### config.mk
export PLATFORM = sky130hd
export DESIGN_NAME = stick_to_mouse_motion_top
export DESIGN_NICKNAME = d
export VERILOG_FILES = /design/src/hw/rtl/s2m_pkg.sv /design/src/hw/rtl/s2m_mul.sv /design/src/hw/rtl/s2m_div.sv /design/src/hw/rtl/s2m_sqrt.sv /design/src/hw/rtl/stick_to_mouse_motion_top.sv
export SDC_FILE = /design/constraint.sdc
export NUM_CORES = 2
export LEC_CHECK = 0
export BUFFER_PORTS_ARGS = -buffer_cell sky130_fd_sc_hd__buf_4
export CORE_MARGIN = 3
export CORE_UTILIZATION = 45
export CTS_CLUSTER_DIAMETER = 80
export CTS_CLUSTER_SIZE = 14
export DETAILED_ROUTE_END_ITERATION = 10
export GPL_TIMING_DRIVEN = 0
export SLEW_MARGIN = 20
export SYNTH_ARGS = -nofsm -noshare
export SYNTH_HDL_FRONTEND = slang
export SYNTH_SLANG_ARGS = --single-unit
### constraint.sdc
create_clock -name clk -period 9.9 [get_ports clk]
set_clock_uncertainty 0.2 [all_clocks]
set_input_delay 1.98 -clock clk [delete_from_list [all_inputs] [get_ports clk]]
set_output_delay 1.98 -clock clk [all_outputs]
set_load 0.01 [all_outputs]
### src/hw/rtl/s2m_pkg.sv
// Shared types and constants for the stick-to-mouse motion block.
// Depends on nothing; every other file of the block imports it.
package s2m_pkg;

  localparam int SMP_W      = 16;  // raw stick sample
  localparam int DZ_W       = 15;  // deadzone radius
  localparam int MAG_W      = 16;  // deadzone output magnitude
  localparam int MSQ_W      = 32;  // squared radius
  localparam int ROOT_W     = 16;  // floor square root
  localparam int DEN_W      = 31;  // m * (32768 - dz)
  localparam int PNUM_W     = 32;  // |a| * (m - dz)
  localparam int NUM_SHIFT  = 15;  // times 32768
  localparam int NUM_W      = PNUM_W + NUM_SHIFT;
  localparam int QUO_W      = 16;  // deadzone quotient, saturating
  localparam int ALPHA_W    = 9;
  localparam int Q8_SHIFT   = 8;
  localparam int GAIN_W     = 16;
  localparam int SGAIN_W    = 24;
  localparam int A16_W      = 26;
  localparam int MB_W       = 26;  // widest serial multiplier operand
  localparam int MOVE_W     = 7;
  localparam int WHEEL_W    = 8;
  localparam int MOVE_LIM   = 32;
  localparam int WHEEL_POS  = 127;
  localparam int WHEEL_NEG  = 128;
  localparam int CFG_IDX_W  = 3;
  localparam int CFG_DATA_W = 24;

  localparam logic [ALPHA_W-1:0] ONE_Q8     = 9'd256;
  localparam logic [MAG_W-1:0]   FULL_SCALE = 16'h8000;
  localparam logic [A16_W-1:0]   ONE_Q16    = 26'd65536;

  localparam logic [DZ_W-1:0]    RST_CURSOR_DZ  = 15'd4000;
  localparam logic [DZ_W-1:0]    RST_SCROLL_DZ  = 15'd8000;
  localparam logic [ALPHA_W-1:0] RST_ALPHA      = 9'd179;
  localparam logic [15:0]        RST_PREC_THR   = 16'd19661;
  localparam logic [GAIN_W-1:0]  RST_CURSOR_GN  = 16'd1638;
  localparam logic [15:0]        RST_ACCEL      = 16'd384;
  localparam logic [ALPHA_W-1:0] RST_PREC_SCALE = 9'd102;
  localparam logic [SGAIN_W-1:0] RST_SCROLL_GN  = 24'd40265;

  typedef enum logic [CFG_IDX_W-1:0] {
    CFG_CURSOR_DZ, CFG_SCROLL_DZ, CFG_ALPHA, CFG_PREC_THR,
    CFG_CURSOR_GAIN, CFG_ACCEL, CFG_PREC_SCALE, CFG_SCROLL_GAIN
  } cfg_idx_t;

  typedef enum logic [3:0] {
    ST_IDLE, ST_SQX, ST_SQY, ST_DZSQ, ST_ROOT, ST_DEN, ST_NUM, ST_QUO,
    ST_FNEW, ST_FOLD, ST_FSUM, ST_VNG, ST_VAN, ST_VFIN, ST_ACC, ST_DONE
  } st_t;

  function automatic logic [SMP_W-1:0] mag16(input logic [SMP_W-1:0] v);
    return v[SMP_W-1] ? (~v + 16'd1) : v;
  endfunction

endpackage

### src/hw/rtl/s2m_mul.sv
// Shift-add multiplier, one bit of the second operand per cycle.
// Depends on s2m_pkg; operand widths are set by the instantiating module.
module s2m_mul #(
  parameter int WA = 33,
  parameter int WB = 26
) (
  input  logic            clk,
  input  logic            rst,
  input  logic            start,
  input  logic [WA-1:0]   a,
  input  logic [WB-1:0]   b,
  output logic            done,
  output logic [WA+WB-1:0] prod
);
  import s2m_pkg::*;

  localparam int PW = WA + WB;

  logic          busy;
  logic [PW-1:0] a_sh;
  logic [WB-1:0] b_sh;

  assign done = busy && (b_sh == '0);

  always_ff @(posedge clk) begin
    if (rst) begin
      busy <= 1'b0;
    end else if (start) begin
      busy <= 1'b1;
    end else if (done) begin
      busy <= 1'b0;
    end
  end

  // advance one multiplier bit per cycle; stop once no set bits remain
  always_ff @(posedge clk) begin
    if (start) begin
      prod <= '0;
      a_sh <= PW'(a);
      b_sh <= b;
    end else if (busy && b_sh != '0) begin
      if (b_sh[0]) begin
        prod <= prod + a_sh;
      end
      a_sh <= a_sh << 1;
      b_sh <= b_sh >> 1;
    end
  end

endmodule

### src/hw/rtl/s2m_div.sv
// Restoring divider for the deadzone rescale, one quotient bit per cycle.
// Depends on s2m_pkg for the operand widths; saturates to all ones.
module s2m_div (
  input  logic                      clk,
  input  logic                      rst,
  input  logic                      start,
  input  logic [s2m_pkg::NUM_W-1:0] num,
  input  logic [s2m_pkg::DEN_W-1:0] den,
  output logic                      done,
  output logic [s2m_pkg::QUO_W-1:0] quo
);
  import s2m_pkg::*;

  localparam int CW = $clog2(QUO_W + 1);

  logic             busy;
  logic [CW-1:0]    cnt;
  logic [DEN_W-1:0] rem;
  logic [QUO_W-1:0] nsh;
  logic [DEN_W:0]   trial;
  logic             ge;
  logic             ovf;

  assign trial = {rem, nsh[QUO_W-1]};
  assign ge    = trial >= {1'b0, den};
  assign ovf   = num >= {den, {QUO_W{1'b0}}};
  assign done  = busy && (cnt == '0);

  always_ff @(posedge clk) begin
    if (rst) begin
      busy <= 1'b0;
      cnt  <= '0;
    end else if (start) begin
      busy <= 1'b1;
      cnt  <= ovf ? '0 : CW'(QUO_W);
    end else if (busy) begin
      if (cnt == '0) begin
        busy <= 1'b0;
      end else begin
        cnt <= cnt - 1'b1;
      end
    end
  end

  always_ff @(posedge clk) begin
    if (start) begin
      rem <= num[NUM_W-1:QUO_W];
      nsh <= num[QUO_W-1:0];
      quo <= ovf ? '1 : '0;
    end else if (busy && cnt != '0) begin
      rem <= ge ? DEN_W'(trial - {1'b0, den}) : DEN_W'(trial);
      nsh <= nsh << 1;
      quo <= {quo[QUO_W-2:0], ge};
    end
  end

endmodule

### src/hw/rtl/s2m_sqrt.sv
// Digit-by-digit integer square root, one root bit per cycle.
// Depends on s2m_pkg for the radicand and root widths.
module s2m_sqrt (
  input  logic                       clk,
  input  logic                       rst,
  input  logic                       start,
  input  logic [s2m_pkg::MSQ_W-1:0]  rad,
  output logic                       done,
  output logic [s2m_pkg::ROOT_W-1:0] root
);
  import s2m_pkg::*;

  localparam int CW = $clog2(ROOT_W + 1);

  logic              busy;
  logic [CW-1:0]     cnt;
  logic [MSQ_W-1:0]  rad_sh;
  logic [ROOT_W+1:0] rem;
  logic [ROOT_W+3:0] t;
  logic [ROOT_W+3:0] trial;
  logic              ge;

  assign t     = {rem, rad_sh[MSQ_W-1 -: 2]};
  assign trial = {2'b00, root, 2'b01};
  assign ge    = t >= trial;
  assign done  = busy && (cnt == '0);

  always_ff @(posedge clk) begin
    if (rst) begin
      busy <= 1'b0;
      cnt  <= '0;
    end else if (start) begin
      busy <= 1'b1;
      cnt  <= CW'(ROOT_W);
    end else if (busy) begin
      if (cnt == '0) begin
        busy <= 1'b0;
      end else begin
        cnt <= cnt - 1'b1;
      end
    end
  end

  always_ff @(posedge clk) begin
    if (start) begin
      rad_sh <= rad;
      rem    <= '0;
      root   <= '0;
    end else if (busy && cnt != '0) begin
      rad_sh <= rad_sh << 2;
      rem    <= ge ? (ROOT_W+2)'(t - trial) : (ROOT_W+2)'(t);
      root   <= {root[ROOT_W-2:0], ge};
    end
  end

endmodule

### src/hw/rtl/stick_to_mouse_motion_top.sv
// Stick-to-mouse motion: one request per tick, one result per request.
// Timing: each multiply step uses the shared shift-add multiplier, whose run is set
// by the bit length of its second operand; a divide whose quotient saturates ends
// early. A tick's length is set by operand bit lengths and by whether each stick
// lands in its deadzone.
// Next request: taken in the cycle after the result is loaded, also
// while that result still waits at the output.
// Reset (synchronous): registers to defaults, filters, residues and buttons to zero.
module stick_to_mouse_motion_top #(
  parameter int FILTER_FRAC_BITS  = 8,
  parameter int RESIDUE_FRAC_BITS = 16
) (
  input  logic                              clk,
  input  logic                              rst,
  input  logic                              in_valid,
  output logic                              in_ready,
  input  logic signed [s2m_pkg::SMP_W-1:0]  left_x,
  input  logic signed [s2m_pkg::SMP_W-1:0]  left_y,
  input  logic signed [s2m_pkg::SMP_W-1:0]  right_x,
  input  logic signed [s2m_pkg::SMP_W-1:0]  right_y,
  input  logic                              left_bumper,
  input  logic                              right_bumper,
  input  logic                              stick_click,
  output logic                              out_valid,
  input  logic                              out_ready,
  output logic signed [s2m_pkg::MOVE_W-1:0]  move_x,
  output logic signed [s2m_pkg::MOVE_W-1:0]  move_y,
  output logic signed [s2m_pkg::WHEEL_W-1:0] wheel_x,
  output logic signed [s2m_pkg::WHEEL_W-1:0] wheel_y,
  output logic                              left_changed,
  output logic                              left_pressed,
  output logic                              right_changed,
  output logic                              right_pressed,
  output logic                              middle_changed,
  output logic                              middle_pressed,
  input  logic                              cfg_valid,
  output logic                              cfg_ready,
  input  logic [s2m_pkg::CFG_IDX_W-1:0]     cfg_index,
  input  logic [s2m_pkg::CFG_DATA_W-1:0]    cfg_data
);
  import s2m_pkg::*;

  localparam int FB      = FILTER_FRAC_BITS;
  localparam int RB      = RESIDUE_FRAC_BITS;
  localparam int FABS_W  = SMP_W + FB;          // |filter|
  localparam int FW      = FABS_W + 1;          // signed filter state
  localparam int N_W     = SMP_W + 1;           // normalised deflection, Q1.16
  localparam int NG_W    = N_W + GAIN_W;        // n * gain
  localparam int MA_W    = (FABS_W > NG_W) ? FABS_W : NG_W;
  localparam int MP_W    = MA_W + MB_W;
  localparam int T1_W    = ALPHA_W + MAG_W;     // alpha * |d|
  localparam int T_W     = T1_W + FB;
  localparam int SUM_W   = T_W + 2;
  localparam int RW      = RB + 1;              // signed residue
  localparam int ACC_W   = MP_W + 2;
  localparam int WH_W    = ACC_W - RB;
  localparam int SH_PREC = 32 - RB;
  localparam int SH_ACC  = 40 - RB;
  localparam int SH_SCR  = FB + 24 - RB;

  // configuration registers
  logic [DZ_W-1:0]    cursor_deadzone;
  logic [DZ_W-1:0]    wheel_deadzone;
  logic [ALPHA_W-1:0] smooth_weight;
  logic [15:0]        fine_limit;
  logic [GAIN_W-1:0]  cursor_gain;
  logic [15:0]        accel_factor;
  logic [ALPHA_W-1:0] fine_scale;
  logic [SGAIN_W-1:0] scroll_gain;

  // sequencer
  st_t  state, state_next;
  logic launched;
  logic stk;   // 0 cursor stick, 1 scroll stick
  logic axis;  // 0 X, 1 Y
  logic [1:0] idx;

  // request hold and long-lived state
  logic signed [SMP_W-1:0] smp [4];
  logic [2:0]              btn;
  logic [2:0]              previous_buttons;
  logic signed [FW-1:0]    filt [4];
  logic signed [RW-1:0]    resid [4];

  // working registers
  logic [MSQ_W-1:0]  msq;
  logic [ROOT_W-1:0] m;
  logic [DEN_W-1:0]  den;
  logic [PNUM_W-1:0] num;
  logic [MAG_W-1:0]  dmag [2];
  logic              dneg [2];
  logic [T1_W-1:0]   t1;
  logic [T_W-1:0]    t2;
  logic [NG_W-1:0]   ng;
  logic [A16_W-1:0]  a16;
  logic [MP_W-1:0]   vmag;
  logic [MOVE_W-1:0]  mv [2];
  logic [WHEEL_W-1:0] wh [2];

  // arithmetic units
  logic              mul_start, mul_done;
  logic [MA_W-1:0]   mul_a;
  logic [MB_W-1:0]   mul_b;
  logic [MP_W-1:0]   mul_prod;
  logic              div_start, div_done;
  logic [NUM_W-1:0]  div_num;
  logic [QUO_W-1:0]  div_quo;
  logic              sqrt_start, sqrt_done;
  logic [ROOT_W-1:0] sqrt_root;

  // operand views
  logic [DZ_W-1:0]    dz;
  logic [SMP_W-1:0]   ax, ay, asel;
  logic [ALPHA_W-1:0] alpha_eff, ps_eff;
  logic signed [FW-1:0] fcur;
  logic               fneg;
  logic [FABS_W-1:0]  fabs;
  logic [N_W-1:0]     nval;
  logic               in_prec;
  logic               dz_inside;
  logic               fire;
  logic               in_acc;

  // filter update
  logic signed [SUM_W-1:0] s_new, s_old, s_sum;
  logic [SUM_W-1:0]        s_mag;
  logic signed [FW-1:0]    f_upd;

  // residue update
  logic signed [ACC_W-1:0] acc_v, acc_sum;
  logic [ACC_W-1:0]        acc_mag;
  logic [WH_W-1:0]         whole;
  logic                    acc_neg;
  logic signed [RW-1:0]    res_upd;
  logic [MOVE_W-1:0]       mv_upd;
  logic [WHEEL_W-1:0]      wh_upd;

  s2m_mul #(.WA(MA_W), .WB(MB_W)) u_mul (
    .clk   (clk),
    .rst   (rst),
    .start (mul_start),
    .a     (mul_a),
    .b     (mul_b),
    .done  (mul_done),
    .prod  (mul_prod)
  );

  s2m_div u_div (
    .clk   (clk),
    .rst   (rst),
    .start (div_start),
    .num   (div_num),
    .den   (den),
    .done  (div_done),
    .quo   (div_quo)
  );

  s2m_sqrt u_sqrt (
    .clk   (clk),
    .rst   (rst),
    .start (sqrt_start),
    .rad   (msq),
    .done  (sqrt_done),
    .root  (sqrt_root)
  );

  assign in_ready  = (state == ST_IDLE);
  assign in_acc    = in_valid && in_ready;
  assign cfg_ready = 1'b1;
  assign fire      = (state == ST_DONE) && (!out_valid || out_ready);

  assign idx  = {stk, axis};
  assign dz   = stk ? wheel_deadzone : cursor_deadzone;
  assign ax   = mag16(smp[{stk, 1'b0}]);
  assign ay   = mag16(smp[{stk, 1'b1}]);
  assign asel = axis ? ay : ax;

  // alpha and precision scale saturate at one on use
  assign alpha_eff = (smooth_weight > ONE_Q8) ? ONE_Q8 : smooth_weight;
  assign ps_eff    = (fine_scale > ONE_Q8) ? ONE_Q8 : fine_scale;

  assign fcur    = filt[idx];
  assign fneg    = fcur[FW-1];
  assign fabs    = fneg ? FABS_W'(-fcur) : FABS_W'(fcur);
  assign nval    = N_W'(fabs >> (FB - 1));
  assign in_prec = nval < {1'b0, fine_limit};

  // inside the deadzone when x*x + y*y < dz*dz
  assign dz_inside = msq < MSQ_W'(mul_prod);
  assign div_num   = {num, {NUM_SHIFT{1'b0}}};

  // --------------------------------------------------------------------------
  // Next state. Per stick: deadzone (squares, root, rescale both axes), then
  // per axis: smoothing, cursor velocity curve, residue. Cursor, then scroll.
  // --------------------------------------------------------------------------
  always_comb begin
    state_next = state;
    unique case (state)
      ST_IDLE: if (in_valid) state_next = ST_SQX;
      ST_SQX:  if (mul_done) state_next = ST_SQY;
      ST_SQY:  if (mul_done) state_next = ST_DZSQ;
      ST_DZSQ: if (mul_done) state_next = dz_inside ? ST_FNEW : ST_ROOT;
      ST_ROOT: if (sqrt_done) state_next = (sqrt_root == '0) ? ST_FNEW : ST_DEN;
      ST_DEN:  if (mul_done) state_next = ST_NUM;
      ST_NUM:  if (mul_done) state_next = ST_QUO;
      ST_QUO:  if (div_done) state_next = axis ? ST_FNEW : ST_NUM;
      ST_FNEW: if (mul_done) state_next = ST_FOLD;
      ST_FOLD: if (mul_done) state_next = ST_FSUM;
      ST_FSUM: state_next = stk ? ST_VFIN : ST_VNG;
      ST_VNG:  if (mul_done) state_next = ST_VAN;
      ST_VAN:  if (mul_done) state_next = ST_VFIN;
      ST_VFIN: if (mul_done) state_next = ST_ACC;
      ST_ACC: begin
        if (!axis) begin
          state_next = ST_FNEW;
        end else if (!stk) begin
          state_next = ST_SQX;
        end else begin
          state_next = ST_DONE;
        end
      end
      ST_DONE: if (fire) state_next = ST_IDLE;
    endcase
  end

  // --------------------------------------------------------------------------
  // Unit launches and operand selection. Each unit is started once on entry
  // to its step; the step holds until that unit reports done.
  // --------------------------------------------------------------------------
  always_comb begin
    mul_start  = 1'b0;
    div_start  = 1'b0;
    sqrt_start = 1'b0;
    mul_a      = '0;
    mul_b      = '0;
    unique case (state)
      ST_SQX: begin
        mul_a = MA_W'(ax);
        mul_b = MB_W'(ax);
        mul_start = !launched;
      end
      ST_SQY: begin
        mul_a = MA_W'(ay);
        mul_b = MB_W'(ay);
        mul_start = !launched;
      end
      ST_DZSQ: begin
        mul_a = MA_W'(dz);
        mul_b = MB_W'(dz);
        mul_start = !launched;
      end
      ST_DEN: begin
        mul_a = MA_W'(m);
        mul_b = MB_W'(FULL_SCALE - {1'b0, dz});
        mul_start = !launched;
      end
      ST_NUM: begin
        mul_a = MA_W'(asel);
        mul_b = MB_W'(m - {1'b0, dz});
        mul_start = !launched;
      end
      ST_FNEW: begin
        mul_a = MA_W'(dmag[axis]);
        mul_b = MB_W'(alpha_eff);
        mul_start = !launched;
      end
      ST_FOLD: begin
        mul_a = MA_W'(fabs);
        mul_b = MB_W'(ONE_Q8 - alpha_eff);
        mul_start = !launched;
      end
      ST_VNG: begin
        mul_a = MA_W'(nval);
        mul_b = MB_W'(cursor_gain);
        mul_start = !launched;
      end
      ST_VAN: begin
        mul_a = MA_W'(accel_factor);
        mul_b = MB_W'(nval);
        mul_start = !launched;
      end
      ST_VFIN: begin
        if (stk) begin
          mul_a = MA_W'(fabs);
          mul_b = MB_W'(scroll_gain);
        end else begin
          mul_a = MA_W'(ng);
          mul_b = in_prec ? MB_W'(ps_eff) : MB_W'(a16);
        end
        mul_start = !launched;
      end
      ST_ROOT: sqrt_start = !launched;
      ST_QUO:  div_start  = !launched;
      ST_IDLE, ST_FSUM, ST_ACC, ST_DONE: ;
    endcase
  end

  // new filter value: (alpha*(d << F) + (1 - alpha)*f) / 256, toward zero
  always_comb begin
    s_new = SUM_W'({t1, {FB{1'b0}}});
    if (dneg[axis]) begin
      s_new = -s_new;
    end
    s_old = SUM_W'(t2);
    if (fneg) begin
      s_old = -s_old;
    end
    s_sum = s_new + s_old;
    s_mag = s_sum[SUM_W-1] ? SUM_W'(-s_sum) : SUM_W'(s_sum);
    f_upd = FW'(s_mag >> Q8_SHIFT);
    if (s_sum[SUM_W-1]) begin
      f_upd = -f_upd;
    end
  end

  // residue plus velocity; whole part toward zero leaves, fraction stays
  always_comb begin
    acc_v = ACC_W'(vmag);
    if (fneg ^ axis) begin
      acc_v = -acc_v;  // Y is inverted
    end
    acc_sum = acc_v + {{(ACC_W-RW){resid[idx][RW-1]}}, resid[idx]};
    acc_neg = acc_sum[ACC_W-1];
    acc_mag = acc_neg ? ACC_W'(-acc_sum) : ACC_W'(acc_sum);
    whole   = acc_mag[ACC_W-1:RB];
    res_upd = RW'({1'b0, acc_mag[RB-1:0]});
    if (acc_neg) begin
      res_upd = -res_upd;
    end
    mv_upd = (whole > WH_W'(MOVE_LIM)) ? MOVE_W'(MOVE_LIM) : MOVE_W'(whole);
    if (acc_neg) begin
      mv_upd = -mv_upd;
      wh_upd = (whole > WH_W'(WHEEL_NEG)) ? WHEEL_W'(WHEEL_NEG) : WHEEL_W'(whole);
      wh_upd = -wh_upd;
    end else begin
      wh_upd = (whole > WH_W'(WHEEL_POS)) ? WHEEL_W'(WHEEL_POS) : WHEEL_W'(whole);
    end
  end

  // control state, configuration and per-tick state
  always_ff @(posedge clk) begin
    if (rst) begin
      state               <= ST_IDLE;
      launched            <= 1'b0;
      stk                 <= 1'b0;
      axis                <= 1'b0;
      out_valid           <= 1'b0;
      previous_buttons    <= '0;
      cursor_deadzone     <= RST_CURSOR_DZ;
      wheel_deadzone      <= RST_SCROLL_DZ;
      smooth_weight       <= RST_ALPHA;
      fine_limit          <= RST_PREC_THR;
      cursor_gain         <= RST_CURSOR_GN;
      accel_factor        <= RST_ACCEL;
      fine_scale          <= RST_PREC_SCALE;
      scroll_gain         <= RST_SCROLL_GN;
      for (int i = 0; i < 4; i++) begin
        filt[i]  <= '0;
        resid[i] <= '0;
      end
    end else begin
      state    <= state_next;
      launched <= (launched | mul_start | div_start | sqrt_start)
                  & ~(mul_done | div_done | sqrt_done);

      if (cfg_valid && cfg_ready) begin
        unique case (cfg_idx_t'(cfg_index))
          CFG_CURSOR_DZ:   cursor_deadzone <= cfg_data[DZ_W-1:0];
          CFG_SCROLL_DZ:   wheel_deadzone  <= cfg_data[DZ_W-1:0];
          CFG_ALPHA:       smooth_weight   <= cfg_data[ALPHA_W-1:0];
          CFG_PREC_THR:    fine_limit      <= cfg_data[15:0];
          CFG_CURSOR_GAIN: cursor_gain     <= cfg_data[GAIN_W-1:0];
          CFG_ACCEL:       accel_factor    <= cfg_data[15:0];
          CFG_PREC_SCALE:  fine_scale      <= cfg_data[ALPHA_W-1:0];
          CFG_SCROLL_GAIN: scroll_gain     <= cfg_data[SGAIN_W-1:0];
        endcase
      end

      // axis and stick walk
      if (in_acc) begin
        stk  <= 1'b0;
        axis <= 1'b0;
      end else if ((state == ST_QUO && div_done) || state == ST_ACC) begin
        axis <= ~axis;
        if (state == ST_ACC && axis) begin
          stk <= ~stk;
        end
      end

      if (state == ST_FSUM) begin
        filt[idx] <= f_upd;
      end
      if (state == ST_ACC) begin
        resid[idx] <= res_upd;
      end

      // result register: drop on take, load when the slot is free
      if (fire) begin
        out_valid        <= 1'b1;
        previous_buttons <= btn;
      end else if (out_ready) begin
        out_valid <= 1'b0;
      end
    end
  end

  // payload and working registers
  always_ff @(posedge clk) begin
    if (in_acc) begin
      smp[0] <= left_x;
      smp[1] <= left_y;
      smp[2] <= right_x;
      smp[3] <= right_y;
      btn    <= {stick_click, right_bumper, left_bumper};
    end

    unique case (state)
      ST_SQX:  if (mul_done) msq <= MSQ_W'(mul_prod);
      ST_SQY:  if (mul_done) msq <= msq + MSQ_W'(mul_prod);
      ST_DZSQ: begin
        if (mul_done && dz_inside) begin
          dmag[0] <= '0;
          dmag[1] <= '0;
        end
      end
      ST_ROOT: begin
        if (sqrt_done) begin
          m <= sqrt_root;
          if (sqrt_root == '0) begin
            dmag[0] <= '0;
            dmag[1] <= '0;
          end
        end
      end
      ST_DEN:  if (mul_done) den <= DEN_W'(mul_prod);
      ST_NUM:  if (mul_done) num <= PNUM_W'(mul_prod);
      ST_QUO: begin
        if (div_done) begin
          dmag[axis] <= div_quo;
          dneg[axis] <= smp[idx][SMP_W-1];
        end
      end
      ST_FNEW: if (mul_done) t1 <= T1_W'(mul_prod);
      ST_FOLD: if (mul_done) t2 <= T_W'(mul_prod);
      ST_VNG:  if (mul_done) ng <= NG_W'(mul_prod);
      ST_VAN:  if (mul_done) a16 <= ONE_Q16 + A16_W'(mul_prod >> Q8_SHIFT);
      ST_VFIN: begin
        if (mul_done) begin
          if (stk) begin
            vmag <= mul_prod >> SH_SCR;
          end else if (in_prec) begin
            vmag <= mul_prod >> SH_PREC;
          end else begin
            vmag <= mul_prod >> SH_ACC;
          end
        end
      end
      ST_ACC: begin
        // cursor pass fills the moves, scroll pass the wheel steps
        if (stk) begin
          wh[axis] <= wh_upd;
        end else begin
          mv[axis] <= mv_upd;
        end
      end
      ST_IDLE, ST_FSUM, ST_DONE: ;
    endcase

    if (fire) begin
      move_x         <= mv[0];
      move_y         <= mv[1];
      wheel_x        <= wh[0];
      wheel_y        <= wh[1];
      left_changed   <= btn[0] ^ previous_buttons[0];
      left_pressed   <= btn[0];
      right_changed  <= btn[1] ^ previous_buttons[1];
      right_pressed  <= btn[1];
      middle_changed <= btn[2] ^ previous_buttons[2];
      middle_pressed <= btn[2];
    end
  end

endmodule
==> summary.md <==
| Metric | Value |
|---|---|
| Routed len/inst | `23.98 um` |
| Max_cap viols | `0` |
| VDD IR max | `0.0001575 V` |
| Initial antenna violation count | `5` |
| Synth warn | `0` |
| Largest net degree at the start of global routing | `between 50 and 60` |
| Global-route wire length before repair | `about 310 mm` |
| GRT overflow | `0` |
| Post-synthesis register bit count | `1010` |
| Net Count, Synth | `approximately 7100` |
| Post-Synth XOR/XNOR Area | `5.822%` |
| Drt first-iter violations | `a little over 5000` |
| Worst-path fanout max | `19` |
| Sequential area share after synthesis | `43.90%` |
| Tcrit/Tclk final | `95.56%` |
| Design Area, Final | `about 70000 um^2` |
| Remaining antenna violation count | `0` |
| H-tree depth | `3` |
| Root Buffer | `clkbuf_16` |
| Vert. Die Dim | `roughly 380 um` |
| Post-synth ARST share | `0%` |
| Sequential cell area | `approximately 28000 um^2` |
| Most used routing layer | `met2` |
| CTS buffer count | `87` |
| Number of synthesized flops with an enable pin | `about 750` |
| Minimum clock period | `roughly 9.5 ns` |
| # fillers | `between 10000 and 15000` |
| Synth unique cells | `around 110` |
| Slew headroom | `5.668%` |
| Clock buffer depth | `3` |
| Count of final setup violators | `0` |
| Power Dens Cells | `~190 nW/um^2` |
| Detailed Route WL | `about 210 mm` |
| Synthesized cell area | `between 60000 and 70000 um^2` |
| CORE AREA | `approximately 140000 um^2` |
| Overall Power | `13.00 mW` |
| GR Util met2 | `a little under half` |
| P_leak | `approximately 26 nW` |
| Crit path DAT | `a little under 10 ns` |
| HP Class | `flop to flop` |
| Vias in the first global route | `49820` |
| Num Clock Sinks | `approximately 1000` |
| Share of cells above drive strength 1 | `7.695%` |
| Synth Area in Compound Gates | `approximately 17%` |
| Startpoint Class | `flop` |
| Max Freq | `0.1057 GHz` |
| Hold-fix buffers, CTS | `0` |
| Outcome | `complete, no violations` |
| Top Ports | `roughly 140` |
| GRT met1 Usage | `just under 40%` |
| Critical Path End Type | `flop` |
| CP Class | `flop to flop` |
| Post-DP HPWL | `roughly 170 mm` |
| Reg clk slew, reported paths | `roughly 0.080 ns` |
| Overall routing resource usage | `around 28%` |
| Die footprint | `between 100000 and 150000 um^2` |
| Met3 Use GR | `4.252%` |
| Hold WS | `between 0.2 and 0.25 ns` |
| Initial core utilization | `45.57%` |
| Routed vias | `between 50000 and 60000` |
| # nets final | `7369` |
| Rows | `~140` |
| Simple-Gate Fraction of Synth Area | `roughly 18%` |
| Post-Synth Adder-Cell Area | `7.058%` |
| Main combinational cell family by area after synthesis | `simple AND/OR/NAND/NOR gates` |
| Final Hold Fails | `0` |
| Syn Inst Count | `6690` |
| First-pass iteration count of the detailed router | `8` |
| Slowest Stage Delay on Critical Path | `0.52 ns` |
| Area grow syn2layout | `10.69%` |
| PortBufs | `around 130` |
| Avg Vias per Cell | `5.989` |
| Mux cell area share after synthesis | `under 10%` |
| Pin slew with the least headroom to its limit | `between 1 and 1.5 ns` |
| Commonest register cell after synthesis | `edfxtp_1` |
| Layout Cells excl Fill | `just under 9000` |
| Footprint of the multi-input gates | `33620 um^2` |
| DRC | `0` |
| Placed cell area | `between 60000 and 70000 um^2` |
| Max-slew violation count | `0` |
| CTS tree | `yes` |
| Skew-Pair Late Insertion Delay | `a little over 0.7 ns` |
| Die W | `between 300 and 400 um` |
| CP required | `10.08 ns` |
| Final Wtd Congestion | `roughly 1.0` |
| Placed Cells | `around 8700` |
| Mean Syn Cell Area | `about 9.4 um^2` |
| # diodes | `0` |
| Worst path slowest cell | `or4b_1` |
| Final core occ | `50.44%` |
[synthesized netlist by cell type, types with 53 or more instances]
master,count,area (um^2)
nand3_1,141,705.7
a21o_1,119,893.4
xor2_1,149,1305
a211oi_1,53,397.9
nand4_1,70,437.9
edfxtp_1,745,22370
and2_1,89,556.8
o21ai_0,323,1617
nand2b_1,69,431.7
a21oi_1,531,2658
clkbuf_1,259,972.2
inv_1,266,998.5
nor2_1,709,2661
dfxtp_1,265,5305
or3_1,54,337.8
nand3b_1,56,420.4
xnor2_1,270,2365
a31oi_1,65,406.6
nand2_1,828,3108
nor2b_1,77,481.7
mux2i_1,161,1612
nor3_1,151,755.7
ha_1,346,4329
[cell families (layout without fill, tap and decap cells)]
family          Yosys count  in the layout
mux                     240            240
compound gates         1622           1622
flops                  1010           1010
other cells               1              1
simple gates           2469           2469
xor+xnor                419            419
fa+ha+maj               352            352
buf+inv                 577            866
[registers in the layout, summed over array words and instances (netlist names), 33 cells and up, named ones only]
register	flops
u_mul.prod	59
vmag	43
filt	100
u_mul.a_sh	59
ng	33
t2	33
resid	68
smp	64
[metrics by stage]
step	worst slack [ns]	setup TNS, ns
after global routing	-0.007262	-0.01023
after detailed placement	-4.334	-321.49
final	0.4401	0
after global placement	-4.563	-340.04
after floorplan	0.1957	0
after CTS	0.01221	0
[final cells by class]
cell class | instances | area share (%)
Timing Repair Buffer | 146 | 1.861
Buffer | 303 | 1.836
Tap cell | 1863 | 3.341
Multi-Input combinational cell | 5103 | 48.18
Sequential cell | 1010 | 39.67
Clock inverter | 17 | 0.2457
Inverter | 267 | 1.436
Clock buffer | 133 | 3.430
[where the power goes]
part,internal [mW],switching (mW)
Sequential,5.09,0.449
Combinational,1.41,2.74
Clock,1.70,1.60
[worst max-delay path: cells and delay by family (launching register included)]
family | cells | cell delay (ns)
fa+ha+maj | 2 | 0.79
xor+xnor | 1 | 0.23
buf+inv | 10 | 2.22
compound gates | 8 | 2.06
simple gates | 8 | 2.75
mux | 1 | 0.38
flops | 1 | 0.42
[metal layers]
| layer | routed length (um) | vias up |
|---|---|---|
| li1 | - | 24870 |
| met1 | 93340 | 25670 |
| met2 | 95060 | 2060 |
| met3 | 15330 | 360 |
| met4 | 8247 | 2 |
| met5 | 14 | - |
[final timing paths]
kind	from	endpoint	slack (ns)	cells after the start
worst min register to register	mv[1][3]	move_y[3]	0.22	0
worst min-delay path	mv[1][3]	move_y[3]	0.22	0
worst max-delay path	stk	mv[1][4]	0.44	30
worst max register to register	stk	mv[1][4]	0.44	30
[layout by cell type, fill, tap and decap left out, drive strengths merged, types with 189 or more instances in the layout]
master / n
nand2: 828
edfxtp: 745
nor2: 709
a21oi: 531
clkbuf: 393
ha: 346
o21ai: 332
inv: 273
xnor2: 270
dfxtp: 265
buf: 189
[what timing repair did]
action / 4_1_cts / 5_1_grt
pin swaps: 2 / 5
gates cloned: 0 / 0
setup buffers: 1 / 7
gates resized for setup: 56 / 58
setup endpoints to repair: 128 / 60
(Power assumes the default switching activity.)
